===== src/rtl/lkvc_pkg.sv =====
// Package: shared types, codes and constants for the LRU key-value cache.
package lkvc_pkg;

  localparam int ENTRIES_DEF        = 64;
  localparam int KEY_BITS_DEF       = 64;
  localparam int VALUE_BITS_DEF     = 64;
  localparam int ITERATOR_BYTES_DEF = 8;

  localparam int OCC_W = 31;
  localparam logic [OCC_W-1:0] OCC_MAX = {OCC_W{1'b1}};

  typedef enum logic [2:0] {
    CMD_GET    = 3'd0,
    CMD_UPDATE = 3'd1,
    CMD_ADMIT  = 3'd2,
    CMD_VICTIM = 3'd3,
    CMD_EVICT  = 3'd4,
    CMD_EXISTS = 3'd5
  } cmd_t;

  typedef enum logic [2:0] {
    ST_DONE    = 3'd0,
    ST_ABSENT  = 3'd1,
    ST_PRESENT = 3'd2,
    ST_FULL    = 3'd3,
    ST_EMPTY   = 3'd4
  } status_t;

  typedef enum logic [1:0] {
    FSM_IDLE,
    FSM_LOOK,
    FSM_EXEC
  } fsm_t;

  // Controller to datapath
  typedef struct packed {
    logic capture;   // latch the input word
    logic look;      // register match/free/victim search results
    logic exec;      // apply the command and latch the result
  } dp_cmd_t;

endpackage


===== src/rtl/lkvc_ctrl.sv =====
// Controller: sequences capture, search and execute, and tracks the result word.
module lkvc_ctrl (
  input  logic              clk,
  input  logic              rst_n,
  input  logic              in_tvalid,
  output logic              in_tready,
  output logic              out_tvalid,
  input  logic              out_tready,
  output lkvc_pkg::dp_cmd_t cmd
);

  lkvc_pkg::fsm_t state_r, state_nxt;
  logic           out_valid_r, out_valid_nxt;

  always_ff @(posedge clk) begin
    if (!rst_n) begin
      state_r     <= lkvc_pkg::FSM_IDLE;
      out_valid_r <= 1'b0;
    end else begin
      state_r     <= state_nxt;
      out_valid_r <= out_valid_nxt;
    end
  end

  assign out_tvalid = out_valid_r;

  // Execute waits only while an untaken result word occupies the output
  always_comb begin
    state_nxt     = state_r;
    out_valid_nxt = out_valid_r && !out_tready;
    in_tready     = 1'b0;
    cmd           = '0;
    unique case (state_r)
      lkvc_pkg::FSM_IDLE: begin
        in_tready   = 1'b1;
        cmd.capture = in_tvalid;
        if (in_tvalid) state_nxt = lkvc_pkg::FSM_LOOK;
      end
      lkvc_pkg::FSM_LOOK: begin
        cmd.look  = 1'b1;
        state_nxt = lkvc_pkg::FSM_EXEC;
      end
      lkvc_pkg::FSM_EXEC: begin
        if (!out_valid_r || out_tready) begin
          cmd.exec      = 1'b1;
          out_valid_nxt = 1'b1;
          state_nxt     = lkvc_pkg::FSM_IDLE;
        end
      end
      default: state_nxt = lkvc_pkg::FSM_IDLE;
    endcase
  end

endmodule

===== config.mk =====
export PLATFORM = sky130hd
export DESIGN_NAME = lkvc_ctrl
export DESIGN_NICKNAME = d
export VERILOG_FILES = /design/src/rtl/lkvc_pkg.sv /design/src/rtl/lkvc_ctrl.sv
export SDC_FILE = /design/constraint.sdc
export NUM_CORES = 1
export LEC_CHECK = 0
export ABC_CLOCK_PERIOD_IN_PS = 2500
export BUFFER_PORTS_ARGS = -buffer_cell sky130_fd_sc_hd__buf_2
export CORE_AREA = 2 2 39 41
export DETAILED_ROUTE_END_ITERATION = 12
export DIE_AREA = 0 0 41 43
export PLACE_DENSITY = 0.3
export SYNTH_ARGS = -nofsm -noshare
export SYNTH_HDL_FRONTEND = slang
export SYNTH_SLANG_ARGS = --single-unit

===== constraint.sdc =====
create_clock -name clk -period 2.5 [get_ports clk]
set_input_delay 0.125 -clock clk [delete_from_list [all_inputs] [get_ports clk]]
set_output_delay 0.125 -clock clk [all_outputs]
set_load 0.1 [all_outputs]

# == Word-level counts from Yosys, hierarchy flattened ==
# Index checks and enable logic that the tools add are counted.
# W data, S select, Z words.
# word_totals
regBits,3
inputBits,4
out_inout_bits,5
elab_cells,22
# classes
eq_ne,4
muxes,10
n_reduce_logical,6
# ops
op,count
$mux W1,7
$pmux W2 S3,1
$mux W2,2
$ne A2 B2 Y1 const B,2
$eq A2 B1 Y1 const B,1
$eq A2 B2 Y1 const B,1
$logic_not A1 Y1,2
$logic_not A2 Y1,1
$reduce_and A2 Y1,1
$logic_and A1 B1 Y1,1
$logic_or A1 B1 Y1,1

# == Depth between registers and ports, before layout ==
# Gate-level depths: netlist of the first run.
# depth
depth_word,4
depth_mapped,2
mapped_depth_nobuf,2

# == Least setup slack after synthesis of the first run ==
# No wires, ideal clock.
# synth_timing
kind,register to output
start,"register out_valid_r, in the netlist out_tvalid"
end,output port cmd[0] (netlist bit)
t_arrival_ns,2.214
t_required_ns,2.375
path_slack_ns,0.161
stages_incl_launch_ff,3
path_buffers,0
cell_sequence,dfxtp_1 > nand2b_1 > nor2b_1
# synth_rtl
item,line,text
"start, declared",lkvc_ctrl.sv:13,"logic out_valid_r, out_valid_nxt;"
"start signal, assigned",lkvc_ctrl.sv:21,out_valid_r <= out_valid_nxt;
"end, declared",lkvc_ctrl.sv:9,output lkvc_pkg::dp_cmd_t cmd

==> impl_metrics.csv, run 1 <==
group,metric,value,unit
floorplanning,die_h,43,microns
timing,fmax,0.7215,GHz
clocking,ctsResizeCount,0,
global_routing,grt_pass1_vias,128,
timing,fin_crit_sh,55.44,%
timing,finalCriticalPeriod,1.386,ns
setup_path,endpoint_kind,"output pin",
synthesis,seq_area_frac_synth,43.24,%
floorplanning,io_pins,9,
synthesis,yosysUniqueCellTypes,10,
clocking,htree_levels,1,
pwr,vdd_drop_max,0.0002467,V
global_routing,met2_usage,4.063,%
synthesis,synth-edff-count,0,
synthesis,synth.ff_latch_count,3,
worst_hold_path,hp-class,"input port to flip-flop",
drt,first_pass_iters,3,
setup_path,r2r_setup_slack,1.62,ns
synthesis,synth_top_area_share,43.24,%
clocking,cts_tree,"yes",
clocking,clk_pin_slew,0.04,ns
floorplanning,core_area,1384,sq um
global_routing,use_met1,7.372,%
setup_path,arrival,1.26,ns
clocking,clock_latency,0.23,ns
worst_hold_path,hold_depth,2,
pwr,internal_power,120.5,uW
pwr,p_seq_share,27.7,%
synthesis,postSynthAreaPerCell,10.68,sq um
global_routing,grt_pass1_wl,558,microns
timing,fin_skew,0.004160,ns
setup_path,reg2reg_depth,2,
drt,vias,131,
setup_path,crit_required,2.38,ns
synthesis,synth_top_area_cell,"dfxtp_1",
synthesis,synth_flop_cell,"dfxtp_1",
floorplanning,design.die.area,1763,sq um
placed_design,hpwlAfterDp,245,microns
synthesis,syn-cell-area,138.9,sq um
clocking,clk_path_buf_depth,2,
pwr,pwr-share-comb,27.1,%
setup_path,crit_fanout,5,
drt,viasPerCell,3.195,
drt,antenna_left,0,
global_routing,overflow,0,
global_routing,grt_busiest_layer,"met4",
drt,drt_iter0_markers,4,
finish,syn2layout_area_growth,62.16,%
timing,grt_setup_unrepaired,"false",
global_routing,use_met3,3.141,%
clocking,numCtsBuffers,3,
pwr,power_frac_clock,45.2,%
timing,tns,0,ns
synthesis,yosys_warnings,0,
timing,slew_viol_final,0,
floorplanning,initial_core_util,10.04,%
timing,slew_headroom,67.77,%
worst_hold_path,whs_endpoint,"state_r[1]$_SDFFE_PN0P_",
pwr,power_density,847.8,nW/um^2
drt,wl_per_cell,8.220,microns
drt,post-route-drc-count,0,
finish,fillerInstances,156,
timing,worst_pin_slew,0.4868,ns
placed_design,place_congestion,0.6322,
pwr,switching_share,36.89,%
setup_path,reg2reg_to,"state_r[1]$_SDFFE_PN0P_",
timing,setup-violations-final,0,
clocking,cts-root-buf,"clkbuf_4",
synthesis,netlist_top_cells_area,"dfxtp_1, and4bb_1, nand2b_1",
synthesis,synth.top_cells.by_count,"dfxtp_1, nand2b_1",
placed_design,place_ws,1.348,ns
synthesis,async_flop_share,0,%
pwr,fin_total_pwr,190.9,uW
synthesis,syn_nets,17,
timing,fin_ws,1.114,ns
setup_path,crit_type,"flip-flop to output pin",
outcome,status,"complete, no violations",
setup_path,timing.rr.start,"state_r[1]$_SDFFE_PN0P_",
floorplanning,fp-row-count,14,
setup_path,critPathLaunchType,"flip-flop",
clocking,post_cts_buffers,0,
clocking,ctsHoldBuffers,0,
timing,final-hold-violation-count,0,
finish,num-nets-final,30,
synthesis,syn_inst,13,
global_routing,grtUsageTotal,5.416,%
clocking,numClockSinks,3,
flow_run,drv_cap,0,
placed_design,placement.io_buffers,8,
drt,wl,337,microns
global_routing,grt_max_degree,6,
global_routing,antenna_found_initial,0,
floorplanning,die_w,41,microns
synthesis,yosysMostFrequentCell,"dfxtp_1",
pwr,netSwitchingPower,70.43,uW
finish,n_antenna_cell,0,
pwr,p_leak,0.1039,nW
worst_hold_path,hold_start,"rst_n",
finish,drive_above_1_share,52.00,%
==> metal layers <==
layer,up-vias,part of all wire (%)
met3,0,12
met2,9,30
li1,70,-
met1,52,58
met4,0,0
met5,-,0
==> stage by stage <==
| stage | std cells | hold WS, ns | instance area (sq um) | utilization, % |
|---|---|---|---|---|
| after detailed placement | 37 | 0.3654 | 198.9 | 14.38 |
| after global routing | 41 | 0.1150 | 225.2 | 16.27 |
| after CTS | 41 | 0.1159 | 225.2 | 16.27 |
| after global placement | 37 | 0.3592 | 198.9 | 14.38 |
| final | 41 | 0.1342 | 225.2 | 16.27 |
| after floorplan | 13 | 0.2425 | 138.9 | - |
==> flip-flops by register name (all words and copies together) (netlist names) <==
name / count
out_tvalid: 1
state_r: 2
==> cell families after synthesis <==
| kind of cell | share of synthesized area [%] |
|---|---|
| simple gates | 45.95 |
| compound gates | 10.81 |
| flops | 43.24 |
==> cells in the final DEF, fill, tap and decap left out <==
cell / synthesis / layout
a21boi_0: 1 / 1
clkbuf_1: 0 / 1
nand2b_1: 2 / 2
nor2_1: 1 / 1
nor2b_1: 1 / 1
dfxtp_1: 3 / 3
o21a_1: 1 / 1
buf_2: 0 / 8
and4bb_1: 1 / 1
and2_1: 1 / 1
clkbuf_4: 0 / 3
and2b_4: 1 / 1
nor3b_2: 1 / 1
==> worst max path at each step <==
stage / start / end / slack, ns / depth (start not counted)
floorplan: out_tvalid$_SDFF_PN0_ / cmd[0] / 0.16 / 2
global placement: state_r[0]$_SDFFE_PN0P_ / cmd[0] / 1.36 / 3
global route: state_r[0]$_SDFFE_PN0P_ / cmd[0] / 1.04 / 3
finish: state_r[0]$_SDFFE_PN0P_ / cmd[0] / 1.11 / 3
detailed placement: state_r[0]$_SDFFE_PN0P_ / cmd[0] / 1.35 / 3
CTS: state_r[0]$_SDFFE_PN0P_ / cmd[0] / 1.09 / 3
==> power by group through the flow <==
stage          clock network (mW)  logic (mW)  registers, mW
2_1_floorplan                   0      0.0405         0.0569
3_3_place_gp                    0      0.0518         0.0536
3_5_place_dp                    0      0.0518         0.0537
4_1_cts                    0.0917      0.0520         0.0529
5_1_grt                    0.0986      0.0532         0.0533
6_report                   0.0862      0.0518         0.0529
==> final cells by class <==
type / instances / area (sq um) / share of cell area [%]
clock buffers: 4 / 26.28 / 11.67
multi-input cells: 10 / 78.83 / 35.00
flip-flops and latches: 3 / 60.06 / 26.67
well taps: 16 / 20.02 / 8.889
repair buffers: 8 / 40.04 / 17.78
==> worst max-delay path, cell delays in order (launching register included) <==
cell and delay [ns]:
dfxtp_1 0.34, nand2b_1 0.17, nor2b_1 0.10, buf_2 0.43
No activity file was read; power rests on OpenSTA's default activity.
==> run 2, diff against run 1 <==
--- a/config.mk
+++ b/config.mk
@@ -5,12 +5,12 @@
 export SDC_FILE = /design/constraint.sdc
 export NUM_CORES = 1
 export LEC_CHECK = 0
-export ABC_CLOCK_PERIOD_IN_PS = 2500
+export ABC_CLOCK_PERIOD_IN_PS = 1200
 export BUFFER_PORTS_ARGS = -buffer_cell sky130_fd_sc_hd__buf_2
 export CORE_AREA = 2 2 39 41
 export DETAILED_ROUTE_END_ITERATION = 12
 export DIE_AREA = 0 0 41 43
-export PLACE_DENSITY = 0.3
+export PLACE_DENSITY = 0.31
 export SYNTH_ARGS = -nofsm -noshare
 export SYNTH_HDL_FRONTEND = slang
 export SYNTH_SLANG_ARGS = --single-unit
==> constraint.sdc (replaced) <==
create_clock -name clk -period 1.2 [get_ports clk]
set_input_delay 0.06 -clock clk [delete_from_list [all_inputs] [get_ports clk]]
set_output_delay 0.06 -clock clk [all_outputs]
set_load 0.1 [all_outputs]
==> run 2 against run 1 <==
  * First-iteration DRC count shrank 75%
  * Critical path depth is the same
  * Total power grew 130%
  * Cell count is the same
  * Clock skew shrank 0.0038 ns
  * Count of clock-buffer cells in the layout is the same
  * Via count grew 7.6%
  * Sequential power grew 110%
  * Die area is the same
  * Core utilization grew 6.2 points
  * Routed wire length is the same
==> impl_metrics.csv, run 2 (synthesis gave the netlist of run 1 again) <==
group,metric,value,unit
floorplanning,die_w,41,microns
clocking,numClockSinks,3,
finish,syn2layout_area_growth,124.3,%
timing,finalCriticalPeriod,1.125,ns
global_routing,antenna_found_initial,0,
floorplanning,design.die.area,1763,sq um
finish,fillerInstances,147,
floorplanning,die_h,43,microns
drt,wl_per_cell,8.220,microns
drt,antenna_left,0,
clocking,post_cts_buffers,0,
setup_path,crit_fanout,5,
pwr,internal_power,285.7,uW
placed_design,placement.io_buffers,8,
pwr,p_leak,0.1360,nW
finish,num-nets-final,30,
drt,drt_iter0_markers,1,
global_routing,grtUsageTotal,5.617,%
setup_path,crit_family,"flip-flops",
clocking,clock_latency,0.23,ns
timing,slew_viol_final,0,
outcome,status,"complete, no violations",
finish,largest_reg_flops,2,
timing,slew_headroom,67.71,%
finish,drive_above_1_share,72.00,%
timing,tns,0,ns
setup_path,cp.depth,3,
pwr,netSwitchingPower,148.8,uW
finish,final_util,22.51,%
clocking,ctsResizeCount,0,
setup_path,reg2reg_depth,2,
timing,fin_crit_sh,93.75,%
clocking,clk_pin_slew,0.03,ns
pwr,switching_share,34.25,%
placed_design,place_congestion,0.5993,
timing,worst_pin_slew,0.4877,ns
drt,viasPerCell,3.439,
clocking,ctsHoldBuffers,0,
placed_design,placed_cells,37,
worst_hold_path,hold_depth,2,
pwr,power_frac_clock,39.5,%
flow_run,drv_cap,0,
floorplanning,initial_core_util,10.04,%
worst_hold_path,hp-class,"input port to flip-flop",
setup_path,critPathLaunchType,"flip-flop",
finish,largest-register,"state_r",
floorplanning,io_pins,9,
clocking,htree_levels,1,
setup_path,endpoint_kind,"output pin",
timing,final-hold-violation-count,0,
global_routing,grt_pass1_wl,600,microns
floorplanning,fp-row-count,14,
clocking,numCtsBuffers,3,
setup_path,crit_buf_inv,1,
timing,fin_hold_ws,0.06840,ns
timing,setup-violations-final,0,
drt,post-route-drc-count,0,
timing,grt_setup_unrepaired,"false",
drt,first_pass_iters,3,
finish,instances_no_fill,41,
setup_path,critPathMaxStageDelay,0.36,ns
global_routing,grt_pass1_vias,143,
clocking,clk_path_buf_depth,2,
timing,fin_skew,0.0003749,ns
setup_path,crit_required,1.14,ns
pwr,power_density,1395,nW/um^2
pwr,p_seq_share,26.1,%
global_routing,overflow,0,
timing,fmax,0.8889,GHz
pwr,pwr-share-comb,34.4,%
drt,vias,141,
finish,layout_common_cells,"buf_2, buf_12, clkbuf_4, dfxtp_2",
pwr,vdd_drop_max,0.0004801,V
finish,fin_area,311.5,sq um
finish,n_antenna_cell,0,
setup_path,crit_type,"flip-flop to output pin",
setup_path,critical_path.slowest_cell,"dfxtp_1",
setup_path,arrival,1.06,ns
setup_path,crit_chain,"nand2b_4 -> nor2b_4 -> buf_12",
placed_design,placed_area,277.8,sq um
global_routing,grt_max_degree,6,
clocking,cts-root-buf,"clkbuf_4",
drt,wl,337,microns
clocking,cts_tree,"yes",
floorplanning,core_area,1384,sq um
run 2: routing by layer:
layer | up-vias | global-route usage (%) | share of wire [%]
li1 | 69 | - | -
met1 | 61 | 8.333 | 51
met2 | 11 | 4.688 | 35
met3 | 0 | 6.283 | 14
met4 | 0 | 2.000 | 0
met5 | - | 0 | 0
run 2: power groups by stage:
stage | logic [mW] | clock network, mW | registers (mW)
global route | 0.155 | 0.193 | 0.115
CTS | 0.149 | 0.181 | 0.113
detailed placement | 0.148 | 0 | 0.114
global placement | 0.149 | 0 | 0.114
finish | 0.149 | 0.172 | 0.113
floorplan | 0.0892 | 0 | 0.121
run 2: layout make-up:
type | count | area (sq um) | area share, %
clock buffers | 4 | 26.28 | 8.434
repair buffers | 8 | 100.1 | 32.13
well taps | 16 | 20.02 | 6.426
flip-flops and latches | 3 | 62.56 | 20.08
multi-input cells | 10 | 102.6 | 32.93
run 2: per-stage QoR:
stage | setup WS (ns) | total power, mW
global placement | 0.2665 | 0.2630
CTS | 0.01442 | 0.4419
detailed placement | 0.2605 | 0.2622
finish | 0.07506 | 0.4345
floorplan | -0.2804 | 0.2100
global route | 0.02123 | 0.4623
run 2: worst paths after layout:
check                                        startpoint                      end  slack [ns]
worst min register to register    out_tvalid$_SDFF_PN0_    out_tvalid$_SDFF_PN0_        0.52
worst min-delay path                              rst_n  state_r[1]$_SDFFE_PN0P_        0.07
worst max-delay path            state_r[0]$_SDFFE_PN0P_                   cmd[0]        0.08
worst max register to register  state_r[0]$_SDFFE_PN0P_  state_r[1]$_SDFFE_PN0P_        0.27
